<file path="config.mk">
export PLATFORM = sky130hd
export DESIGN_NAME = nmc_ctrl
export DESIGN_NICKNAME = d
export VERILOG_FILES = /design/src/assert_macros.svh /design/src/nmc_pkg.sv /design/src/nmc_ctrl.sv
export SDC_FILE = /design/constraint.sdc
export NUM_CORES = 1
export LEC_CHECK = 0
export BUFFER_PORTS_ARGS = -buffer_cell sky130_fd_sc_hd__buf_2
export CAP_MARGIN = 20
export CORE_AREA = 3 3 40 42
export CTS_BUF_LIST = sky130_fd_sc_hd__clkbuf_8
export DETAILED_ROUTE_END_ITERATION = 7
export DIE_AREA = 0 0 43 45
export PLACE_DENSITY_LB_ADDON = 0.05
export SYNTH_ARGS = -nofsm -noshare
export SYNTH_HDL_FRONTEND = slang
export SYNTH_SLANG_ARGS = --single-unit
</file>
<file path="constraint.sdc">
create_clock -name clk -period 3.7 [get_ports clk]
set_input_delay 0.185 -clock clk [delete_from_list [all_inputs] [get_ports clk]]
set_output_delay 0.185 -clock clk [all_outputs]
set_load 0.005 [all_outputs]
</file>
<file path="src/assert_macros.svh">
// ----------------------------------------------------------------------------
// Assertion macros
// Concurrent check macros shared by the RTL; empty when SYNTHESIS is set.
// ----------------------------------------------------------------------------
`ifndef ASSERT_MACROS_SVH
`define ASSERT_MACROS_SVH

`ifndef SYNTHESIS

// Same-cycle implication: cons must hold whenever ante holds.
`define ASSERT_IMPL(name, clk, rst_n, ante, cons) \
  name: assert property (@(posedge clk) disable iff (!rst_n) (ante) |-> (cons)) \
    else $error("same-cycle implication check failed");

// Next-cycle implication: cons must hold in the cycle after ante.
`define ASSERT_NEXT(name, clk, rst_n, ante, cons) \
  name: assert property (@(posedge clk) disable iff (!rst_n) (ante) |=> (cons)) \
    else $error("next-cycle implication check failed");

`else

`define ASSERT_IMPL(name, clk, rst_n, ante, cons)
`define ASSERT_NEXT(name, clk, rst_n, ante, cons)

`endif

`endif

</file>
<file path="src/nmc_pkg.sv">
// ----------------------------------------------------------------------------
// nmc_pkg
// Shared types and constants for the nonmanifold node check block.
// ----------------------------------------------------------------------------
package nmc_pkg;

  localparam int NODE_W        = 10;
  localparam int NODE_SPAN     = 2 ** NODE_W;
  localparam int TOTAL_W       = NODE_W + 1;
  localparam int REC_W         = 4;
  localparam int MAX_NODES_DEF = 1024;

  typedef enum logic [1:0] {
    MODE_LOAD  = 2'd0,
    MODE_QUERY = 2'd1,
    MODE_CLEAR = 2'd2
  } mode_t;

  typedef enum logic [1:0] {
    REASON_NONE     = 2'd0,
    REASON_MANY     = 2'd1,
    REASON_BOUNDARY = 2'd2,
    REASON_ORIENT   = 2'd3
  } reason_t;

  // controller -> datapath
  typedef struct packed {
    logic latch;      // capture the request
    logic rd_a;       // read record of first node
    logic rd_b;       // read record of second node
    logic wr_a;       // write back first node, bump node total
    logic wr_b;       // write back second node
    logic clr_start;  // reset sweep cursor and node total
    logic clr_wr;     // zero the record at the sweep cursor
    logic emit;       // register a result
  } nmc_cmd_t;

  // datapath -> controller
  typedef struct packed {
    mode_t mode;
    logic  oor;
    logic  self_loop;
    logic  clr_last;
  } nmc_status_t;

endpackage

</file>
<file path="src/nmc_ctrl.sv">
// ----------------------------------------------------------------------------
// nmc_ctrl
// Sequencer: dispatches a request into read-modify-write, query or clear sweep.
// ----------------------------------------------------------------------------
module nmc_ctrl import nmc_pkg::*; (
  input  logic        clk,
  input  logic        rst_n,
  input  logic        start,
  output logic        busy,
  input  nmc_status_t status,
  output nmc_cmd_t    cmd
);

  typedef enum logic [6:0] {
    S_IDLE     = 7'b0000001,
    S_DECODE   = 7'b0000010,
    S_LD_A     = 7'b0000100,
    S_LD_B     = 7'b0001000,
    S_QRY      = 7'b0010000,
    S_CLR      = 7'b0100000,
    S_CLR_INIT = 7'b1000000
  } state_t;

  state_t state_r, state_nxt;

  always_ff @(posedge clk) begin
    if (!rst_n) begin
      state_r <= S_CLR_INIT;
    end else begin
      state_r <= state_nxt;
    end
  end

  assign busy = (state_r != S_IDLE);

  always_comb begin
    state_nxt = state_r;
    cmd       = '0;
    case (state_r)
      S_IDLE: begin
        if (start) begin
          cmd.latch = 1'b1;
          state_nxt = S_DECODE;
        end
      end
      S_DECODE: begin
        case (status.mode)
          MODE_LOAD: begin
            if (status.oor) begin
              cmd.emit  = 1'b1;
              state_nxt = S_IDLE;
            end else begin
              cmd.rd_a  = 1'b1;
              state_nxt = S_LD_A;
            end
          end
          MODE_QUERY: begin
            if (status.oor) begin
              cmd.emit  = 1'b1;
              state_nxt = S_IDLE;
            end else begin
              cmd.rd_a  = 1'b1;
              state_nxt = S_QRY;
            end
          end
          MODE_CLEAR: begin
            cmd.clr_start = 1'b1;
            state_nxt     = S_CLR;
          end
          default: begin
            cmd.emit  = 1'b1;
            state_nxt = S_IDLE;
          end
        endcase
      end
      S_LD_A: begin
        cmd.wr_a = 1'b1;
        // a self-loop touches one record, so both incidences land in one write
        if (status.self_loop) begin
          cmd.emit  = 1'b1;
          state_nxt = S_IDLE;
        end else begin
          cmd.rd_b  = 1'b1;
          state_nxt = S_LD_B;
        end
      end
      S_LD_B: begin
        cmd.wr_b  = 1'b1;
        cmd.emit  = 1'b1;
        state_nxt = S_IDLE;
      end
      S_QRY: begin
        cmd.emit  = 1'b1;
        state_nxt = S_IDLE;
      end
      S_CLR: begin
        cmd.clr_wr = 1'b1;
        if (status.clr_last) begin
          cmd.emit  = 1'b1;
          state_nxt = S_IDLE;
        end
      end
      S_CLR_INIT: begin
        cmd.clr_wr = 1'b1;
        if (status.clr_last) begin
          state_nxt = S_IDLE;
        end
      end
      default: begin
        state_nxt = S_IDLE;
      end
    endcase
  end

endmodule

</file>
==> results.tsv, run 1 <==
metric	value	unit
Hold Fails Final Rpt	0	
Setup Skew	0.00332	ns
setup ws final	1.98	ns
number of flops mapped to enable cells by yosys	0	
Critical Path End Type	output port	
area of the multi-input gates	256	µm²
vias in the first global route	384	
cell chain of the critical path	nor3_2 > nand4_1 > or3_4 > inv_1 > buf_2	
Largest Register	state_r	
FF-to-FF Start	state_r[2]	
Power Total	0.210	mW
initial DRC count	2	
dpl hpwl	836	µm
Mapped Cells	55	
synth top area cells	dfxtp_1 33%, nor3_2 7.0%, inv_1 6.1%	
share of cells above drive strength 1	32.4	%
worst reg-to-reg path cell count	4	
Die W	43	µm
syn_nets	63	
Pins Over Slew Limit	0	
largest registers in the final layout	state_r x7	
min-delay src	status[3]	
Worst-path clk slew	0.04	ns
TNS Setup	0	ns
leak pwr	0.282	nW
status	finished clean	
Mapped Area	430	µm²
Synth Warn #	0	
R2R setup slack	2.28	ns
RSZ-0062 raised after global routing	false	
Vias/cell	4.99	
hold path endpoint	state_r[2]	
critical path peak fanout	5	
Worst path slowest cell	or3_4	
Max Cap Viol	0	
Rel. slew slack	65.3	%
FF-to-FF End	state_r[3]	
Slew @ Worst Pin	0.515	ns
Area Overhead vs Synth	31.7	%
CTS Sinks	7	
Routed Antenna Nets	0	
nets@finish	83	
Setup crit start	state_r[4]	
fmax	582	MHz
startpoint type of the worst setup path	flip-flop	
drt first pass iters	2	
CTS tree	done	
Yosys cell types	23	
core area	1280	µm²
maximum VDD drop	153	µV
Hold Path Cell Cnt	2	
IO Pins	17	
later-pin clock latency in the skew report	0.22	ns
register area share after synthesis	32.6	%
Routed WL	982	µm
Seq cells post-synth	7	
most common cell after layout, fill and taps aside	buf_2	
storage element area	140	µm²
GRT Residual Overflow	0	
total number of vias	444	
hold buffers post-CTS	0	
CTS buffer count	3	
critical path required time	3.51	ns
ys async rst share	0	%
Antenna Diode Count	0	
# fillers	137	
CP Class	reg2out	
Residual DRC	0	
worst slack, placed	2.22	ns
HP Class	in2reg	
Die H	45	µm
max FFs per register	7	
Avg Cell Area, Syn	7.83	µm²
slowest cell delay on critical path	0.38	ns
P per Cell Area	371	nW/µm²
fin crit share	46.4	%
minimum clock period	1.72	ns
WL per Instance	11.0	µm
most frequent cells in the layout	16 x buf_2, 8 x inv_1, 7 x dfxtp_1, 6 x nor2_1, 5 x nand2_1	
Post-CTS Setup Repair Bufs	0	
CP arrival	1.53	ns
Synth Flop Type	dfxtp_1	
largest net degree at the start of global routing	9	
initial antenna violation count	0	
Initial Util	33.5	%
Yosys top cell by area	dfxtp_1	
gpl congestion	0.682	
CTS root buf	clkbuf_8	
FP Rows	13	
Max Buffers Root-to-Sink	2	
share of the synthesized area in the top cell type	32.6	%
first-pass GRT wire length	1.59	mm
Resize count post-CTS	0	
# H-tree levels	1	
final setup fails	0	
Die ar.	1940	µm²
port buffer count	16	
Total Routing Usage GR	11.4	%
==> where the power goes <==
group / leakage, nW / switching (mW) / internal [mW]
Combinational: 0.198 / 0.0150 / 0.0107
Sequential: 0.0572 / 0.00270 / 0.0780
Clock: 0.0269 / 0.0323 / 0.0717
==> synthesized netlist by cell type, drive strengths merged, types with 2 or more instances <==
master,number
nand4,2
dfxtp,7
nand2,5
nor3,5
nor2,6
mux2i,2
a31oi,3
nor4,2
inv,7
nand3,2
o21ai,3
==> cells by family after synthesis <==
logic type	share of synthesized area (%)
and+or+nand+nor	39.0
muxes	4.65
DFF	32.6
buffers and inverters	7.85
xor gates and xnor gates	2.04
AOI/OAI and AO/OA	14.0
==> final cells by class <==
class                      count  area share (%)
tap                           15            3.31
clock inverter                 1           0.662
timing repair buffer          16            14.1
inverter                       7            4.64
multi-input combinational     40            45.3
clock buffer                   3            7.28
sequential                     7            24.7
==> worst max-delay path by stage <==
stage	end	depth (start not counted)
finish	cmd[6]	5
CTS	cmd[6]	5
detailed placement	cmd[6]	5
global placement	cmd[5]	4
floorplan	cmd[6]	4
global route	cmd[5]	4
==> worst max-delay path, delay by kind of cell, from the launching register on <==
kind                   cells  cell delay, ns
AND/OR/NAND/NOR            3            0.80
flip-flops                 1            0.35
buffers and inverters      2            0.16
==> metal layers <==
layer	vias to the layer above	global-route usage, %	routed length, µm
met2	13	16.5	415
met4	0	7.23	8
met5	-	0	0
li1	233	-	-
met3	2	3.98	71
met1	196	14.5	487
==> through the flow <==
step | instances | util [%] | hold slack, ns | area, µm²
finish | 89 | 44.1 | 0.166 | 567
global route | 89 | 44.1 | 0.168 | 567
CTS | 89 | 44.1 | 0.164 | 567
detailed placement | 85 | 40.6 | 0.398 | 522
global placement | 85 | 40.6 | 0.403 | 522
floorplan | 55 | - | 0.255 | 430
Power figures use the tool's default switching activity.
==> run 2, diff against run 1 <==
==> constraint.sdc (replaced) <==
create_clock -name clk -period 1.7 [get_ports clk]
set_input_delay 0.085 -clock clk [delete_from_list [all_inputs] [get_ports clk]]
set_output_delay 0.085 -clock clk [all_outputs]
set_load 0.005 [all_outputs]
==> run 2 against run 1 <==
  * Final area grew 1.1%
  * Wire length increased by 8.9%
  * Setup slack got worse by 1.9 ns
  * Highest routed layer is now met3
  * Register-to-register slack lost 2.1 ns
==> results.tsv, run 2 (synthesis results as in run 1) <==
metric	value	unit	change
Top Family by Delay on Critical Path	simple AND/OR/NAND/NOR gates		unchanged
switching share of total power	24.0	%	was 23.8%
slowest cell delay on critical path	0.37	ns	was 0.38 ns
# H-tree levels	1		unchanged
first-pass GRT wire length	1.77	mm	was 1.59 mm
GR Util met1	13.5	%	was 14.5%
fmax	625	MHz	
largest registers in the final layout	state_r x7		unchanged
M2 GR Usage	21.6	%	was 16.5%
initial antenna violation count	0		unchanged
hold slack	0.0661	ns	was 0.166 ns
Die H	45	µm	unchanged
Sequential Power Share	38.2	%	was 38.3%
Initial Util	33.5	%	unchanged
Slew @ Worst Pin	0.489	ns	was 0.515 ns
dpl hpwl	858	µm	was 836 µm
port buffer count	16		unchanged
fin crit share	94.1	%	
Pint	0.350	mW	was 0.160 mW
startpoint type of the worst setup path	flip-flop		unchanged
Largest Register	state_r		unchanged
FP Rows	13		unchanged
share of cells above drive strength 1	33.8	%	was 32.4%
Rel. slew slack	67.1	%	was 65.3%
vias in the first global route	450		was 384
setup ws final	0.101	ns	was 1.98 ns
WL per Instance	12.0	µm	was 11.0 µm
clock power share	49.1	%	was 49.4%
Buf/Inv on CP	2		unchanged
Max Cap Viol	0		unchanged
final setup fails	0		unchanged
leak pwr	0.281	nW	was 0.282 nW
cell chain of the critical path	nor3_2 > nand4_1 > or3_4 > inv_1 > buf_2		unchanged
largest net degree at the start of global routing	9		unchanged
Setup crit start	state_r[5]		was state_r[4]
Critical Path End Type	output port		unchanged
drt first pass iters	3		was 2
HP Class	in2reg		unchanged
Hold Fails Final Rpt	0		unchanged
initial DRC count	6		was 2
nets@finish	83		unchanged
FF-to-FF Start	state_r[2]		unchanged
most common cell after layout, fill and taps aside	buf_2		unchanged
CTS buffer count	3		unchanged
most frequent cells in the layout	16 x buf_2, 8 x inv_1, 7 x dfxtp_1, 6 x nor2_1, 5 x nand2_1		unchanged
Max Buffers Root-to-Sink	2		unchanged
Antenna Diode Count	0		unchanged
GRT Residual Overflow	0		unchanged
worst slack, placed	0.182	ns	was 2.22 ns
Total Routing Usage GR	12.2	%	was 11.4%
maximum VDD drop	425	µV	was 153 µV
IO Pins	17		unchanged
CTS tree	done		unchanged
FF-to-FF End	state_r[3]		unchanged
CTS Sinks	7		unchanged
Vias/cell	5.07		was 4.99
Setup Skew	0.00151	ns	was 0.00332 ns
critical path peak fanout	6		was 5
total number of vias	451		was 444
core area	1280	µm²	unchanged
later-pin clock latency in the skew report	0.22	ns	about the same
sw power	0.111	mW	was 0.0501 mW
status	finished clean		unchanged
max FFs per register	7		unchanged
worst reg-to-reg path cell count	4		unchanged
Worst-path clk slew	0.04	ns	about the same
end point of the critical path	cmd[6]		unchanged
Pins Over Slew Limit	0		unchanged
RSZ-0062 raised after global routing	false		unchanged
GR peak layer	met2		unchanged
Routed Antenna Nets	0		unchanged
TNS Setup	0	ns	unchanged
Crit path depth	5		unchanged
minimum clock period	1.60	ns	
combinational share of power	12.7	%	was 12.2%
gpl congestion	0.704		was 0.682
CP arrival	1.51	ns	was 1.53 ns
Residual DRC	0		unchanged
critical path required time	1.62	ns	was 3.51 ns
Die ar.	1940	µm²	unchanged
Routed WL	1.07	mm	was 982 µm
R2R setup slack	0.18	ns	was 2.28 ns
Area Overhead vs Synth	33.1	%	was 31.7%
CP Class	reg2out		unchanged
P per Cell Area	804	nW/µm²	was 371 nW/µm²
Worst path slowest cell	dfxtp_1		was or3_4
Die W	43	µm	unchanged
Post-CTS Setup Repair Bufs	0		unchanged
M3 GR Usage	4.78	%	was 3.98%
CTS root buf	clkbuf_8		unchanged
## run 2: area by class of cell
cell class | count | area [µm²]
timing repair buffer | 16 | 80.1
fill | 152 | 712
clock inverter | 1 | 3.75
tap | 15 | 18.8
sequential | 7 | 140
inverter | 7 | 26.3
clock buffer | 3 | 41.3
multi-input combinational | 40 | 263
## run 2: power groups by stage
stage / Combinational, mW / Sequential (mW) / Clock [mW]
5_1_grt: 0.0657 / 0.177 / 0.251
3_3_place_gp: 0.0579 / 0.179 / 0
4_1_cts: 0.0575 / 0.175 / 0.234
6_report: 0.0585 / 0.176 / 0.226
2_1_floorplan: 0.0325 / 0.177 / 0
3_5_place_dp: 0.0573 / 0.178 / 0
## run 2: metrics by stage
stage          utilization (%)  area [µm²]  cells  total power, mW
2_1_floorplan                -         430     55            0.209
3_3_place_gp              40.6         522     85            0.236
3_5_place_dp              40.6         522     85            0.235
4_1_cts                   44.1         567     89            0.467
5_1_grt                   44.6         573     89            0.493
6_report                  44.6         573     89            0.460
## run 2: how the worst min path moves through the flow
stage	from	cells after the start	slack [ns]	endpoint
3_5_place_dp	status[1]	2	0.29	state_r[3]
5_1_grt	status[1]	2	0.07	state_r[3]
3_3_place_gp	status[3]	2	0.30	state_r[2]
6_report	status[1]	2	0.07	state_r[3]
4_1_cts	status[1]	2	0.06	state_r[3]
2_1_floorplan	status[3]	1	0.15	state_r[2]
## run 2: metal layers
metal | wire length [µm] | part of all wire, %
met2 | 523 | 49
met3 | 74 | 6.9
met4 | 0 | 0
met1 | 471 | 44
met5 | 0 | 0
## run 2: repair_timing
action	4_1_cts	5_1_grt
hold buffers	0	0
setup endpoints to repair	0	3
resized for setup	0	1
==> run 3, diff against run 2 <==
--- a/config.mk
+++ b/config.mk
@@ -6,12 +6,10 @@
 export NUM_CORES = 1
 export LEC_CHECK = 0
 export BUFFER_PORTS_ARGS = -buffer_cell sky130_fd_sc_hd__buf_2
-export CAP_MARGIN = 20
 export CORE_AREA = 3 3 40 42
 export CTS_BUF_LIST = sky130_fd_sc_hd__clkbuf_8
 export DETAILED_ROUTE_END_ITERATION = 7
 export DIE_AREA = 0 0 43 45
-export PLACE_DENSITY_LB_ADDON = 0.05
 export SYNTH_ARGS = -nofsm -noshare
 export SYNTH_HDL_FRONTEND = slang
 export SYNTH_SLANG_ARGS = --single-unit
==> run 3 against run 2 <==
  * Clock skew is essentially flat
  * Power shrank 0.71%
  * Hold slack gained 0.00079 ns
  * Final cell count is the same
  * Count of clock-buffer cells in the layout is the same
  * Combinational power shrank 2%
  * Wire length shrank 7.5%
  * Die area is the same
  * Critical endpoint unchanged
  * Largest power group unchanged
  * Highest routed layer is now met4
==> results.tsv, run 3 (synthesis results as in run 1) <==
metric	value	unit	change
status	finished clean		unchanged
Largest Register	state_r		unchanged
most frequent cells in the layout	16 x buf_2, 8 x inv_1, 7 x dfxtp_1, 6 x nor2_1, 5 x nand2_1		unchanged
IO Pins	17		unchanged
hold buffers post-CTS	0		unchanged
RSZ-0062 raised after global routing	false		unchanged
fin crit share	93.9	%	was 94.1%
dpl hpwl	817	µm	was 858 µm
port buffer count	16		unchanged
Max Buffers Root-to-Sink	2		unchanged
FP Rows	13		unchanged
Worst-path clk slew	0.04	ns	about the same
largest net degree at the start of global routing	9		unchanged
combinational share of power	12.5	%	was 12.7%
TNS Setup	0	ns	unchanged
initial DRC count	5		was 6
first-pass GRT wire length	1.59	mm	was 1.77 mm
most common cell after layout, fill and taps aside	buf_2		unchanged
Max Cap Viol	0		unchanged
Antenna Diode Count	0		unchanged
nets@finish	83		unchanged
minimum clock period	1.60	ns	about the same
cell chain of the critical path	nor3_2 > nand4_1 > or3_4 > inv_1 > buf_2		unchanged
CTS tree	done		unchanged
Pins Over Slew Limit	0		unchanged
GRT Residual Overflow	0		unchanged
storage element area	140	µm²	unchanged
leak pwr	0.279	nW	was 0.281 nW
Die W	43	µm	unchanged
Critical Path End Type	output port		unchanged
# H-tree levels	1		unchanged
Area Overhead vs Synth	31.7	%	was 33.1%
HP Class	in2reg		unchanged
WL per Instance	11.1	µm	was 12.0 µm
final setup fails	0		unchanged
max FFs per register	7		unchanged
Residual DRC	0		unchanged
critical path required time	1.62	ns	about the same
later-pin clock latency in the skew report	0.23	ns	was 0.22 ns
clock power share	49.1	%	about the same
Die H	45	µm	unchanged
Rel. slew slack	67.4	%	was 67.1%
largest registers in the final layout	state_r x7		unchanged
Hold Fails Final Rpt	0		unchanged
initial antenna violation count	0		unchanged
total placed cells including tap cells	85		unchanged
Total Routing Usage GR	11.8	%	was 12.2%
CTS root buf	clkbuf_8		unchanged
Top Family by Delay on Critical Path	simple AND/OR/NAND/NOR gates		unchanged
drt first pass iters	4		was 3
Die ar.	1940	µm²	unchanged
share of cells above drive strength 1	32.4	%	was 33.8%
Routed WL	989	µm	was 1.07 mm
Slew @ Worst Pin	0.484	ns	was 0.489 ns
Initial Util	33.5	%	unchanged
startpoint type of the worst setup path	flip-flop		unchanged
vias in the first global route	387		was 450
critical path peak fanout	5		was 6
Power Total	0.457	mW	was 0.460 mW
Routed Antenna Nets	0		unchanged
Sequential Power Share	38.4	%	was 38.2%
gpl congestion	0.784		was 0.704
maximum VDD drop	394	µV	was 425 µV
CTS Sinks	7		unchanged
core area	1280	µm²	unchanged
Buf/Inv on CP	2		unchanged
Non-Filler Instances	89		unchanged
CTS buffer count	3		unchanged
area of the multi-input gates	256	µm²	was 263 µm²
# fillers	141		was 152
min-delay src	status[3]		was status[1]
Vias/cell	5.09		was 5.07
fmax	627	MHz	was 625 MHz
Core Util, Final	44.1	%	was 44.6%
total number of vias	453		was 451
sw power	0.108	mW	was 0.111 mW
CP arrival	1.51	ns	about the same
Worst path slowest cell	or3_4		was dfxtp_1
slowest cell delay on critical path	0.37	ns	about the same
CP Class	reg2out		unchanged
switching share of total power	23.6	%	was 24.0%
P per Cell Area	807	nW/µm²	was 804 nW/µm²
FF-to-FF Start	state_r[2]		unchanged
Setup crit start	state_r[4]		was state_r[5]
Resize count post-CTS	0		unchanged
Pint	0.349	mW	was 0.350 mW
Setup Skew	0.00184	ns	was 0.00151 ns
[run 3: cell types whose count changed in the layout (fill, tap and decap cells not counted)]
cell / before / now
nor4_2: 1 / 0
nor4_1: 1 / 2
[run 3: power by group through the flow]
stage / registers [mW] / clock network, mW / logic [mW]
floorplan: 0.177 / 0 / 0.0325
global placement: 0.178 / 0 / 0.0572
detailed placement: 0.178 / 0 / 0.0570
CTS: 0.175 / 0.229 / 0.0572
global route: 0.176 / 0.244 / 0.0653
finish: 0.175 / 0.224 / 0.0572
[run 3: repair_timing]
action	in CTS	in global routing
endpoints found under the hold margin	0	0
endpoints found under the setup margin	0	1
buffers inserted	0	0
[run 3: area by class of cell]
cell class | instances | share of cell area [%]
Clock buffer | 3 | 7.28
Timing Repair Buffer | 16 | 14.1
Inverter | 7 | 4.64
Clock inverter | 1 | 0.662
Tap cell | 15 | 3.31
Sequential cell | 7 | 24.7
Multi-Input combinational cell | 40 | 45.3
[run 3: worst paths after layout]
check               end  slack, ns  cells after the start
max              cmd[6]       0.10                      5
min          state_r[2]       0.07                      2
max reg2reg  state_r[3]       0.29                      4
min reg2reg  state_r[5]       0.55                      2
[run 3: metal layers]
layer  part of all wire, %  vias up  track usage [%]
li1                      -      232                -
met1                    48      196             13.3
met2                    39       20             16.8
met3                   8.4        5             3.98
met4                   4.8        0             12.7
met5                     0        -                0
[run 3: per-stage QoR]
stage	setup slack [ns]	hold WS (ns)	area, µm²
2_1_floorplan	0.441	0.155	430
3_3_place_gp	0.261	0.300	522
3_5_place_dp	0.267	0.302	522
4_1_cts	0.0917	0.0671	567
5_1_grt	0.00831	0.0708	567
6_report	0.104	0.0669	567
[run 3: worst register-to-register path: cells and delay by family, from the launching register on]
family / cells / cell delay (ns)
AOI/OAI and AO/OA: 1 / 0.18
and+or+nand+nor: 3 / 0.76
DFF: 1 / 0.36
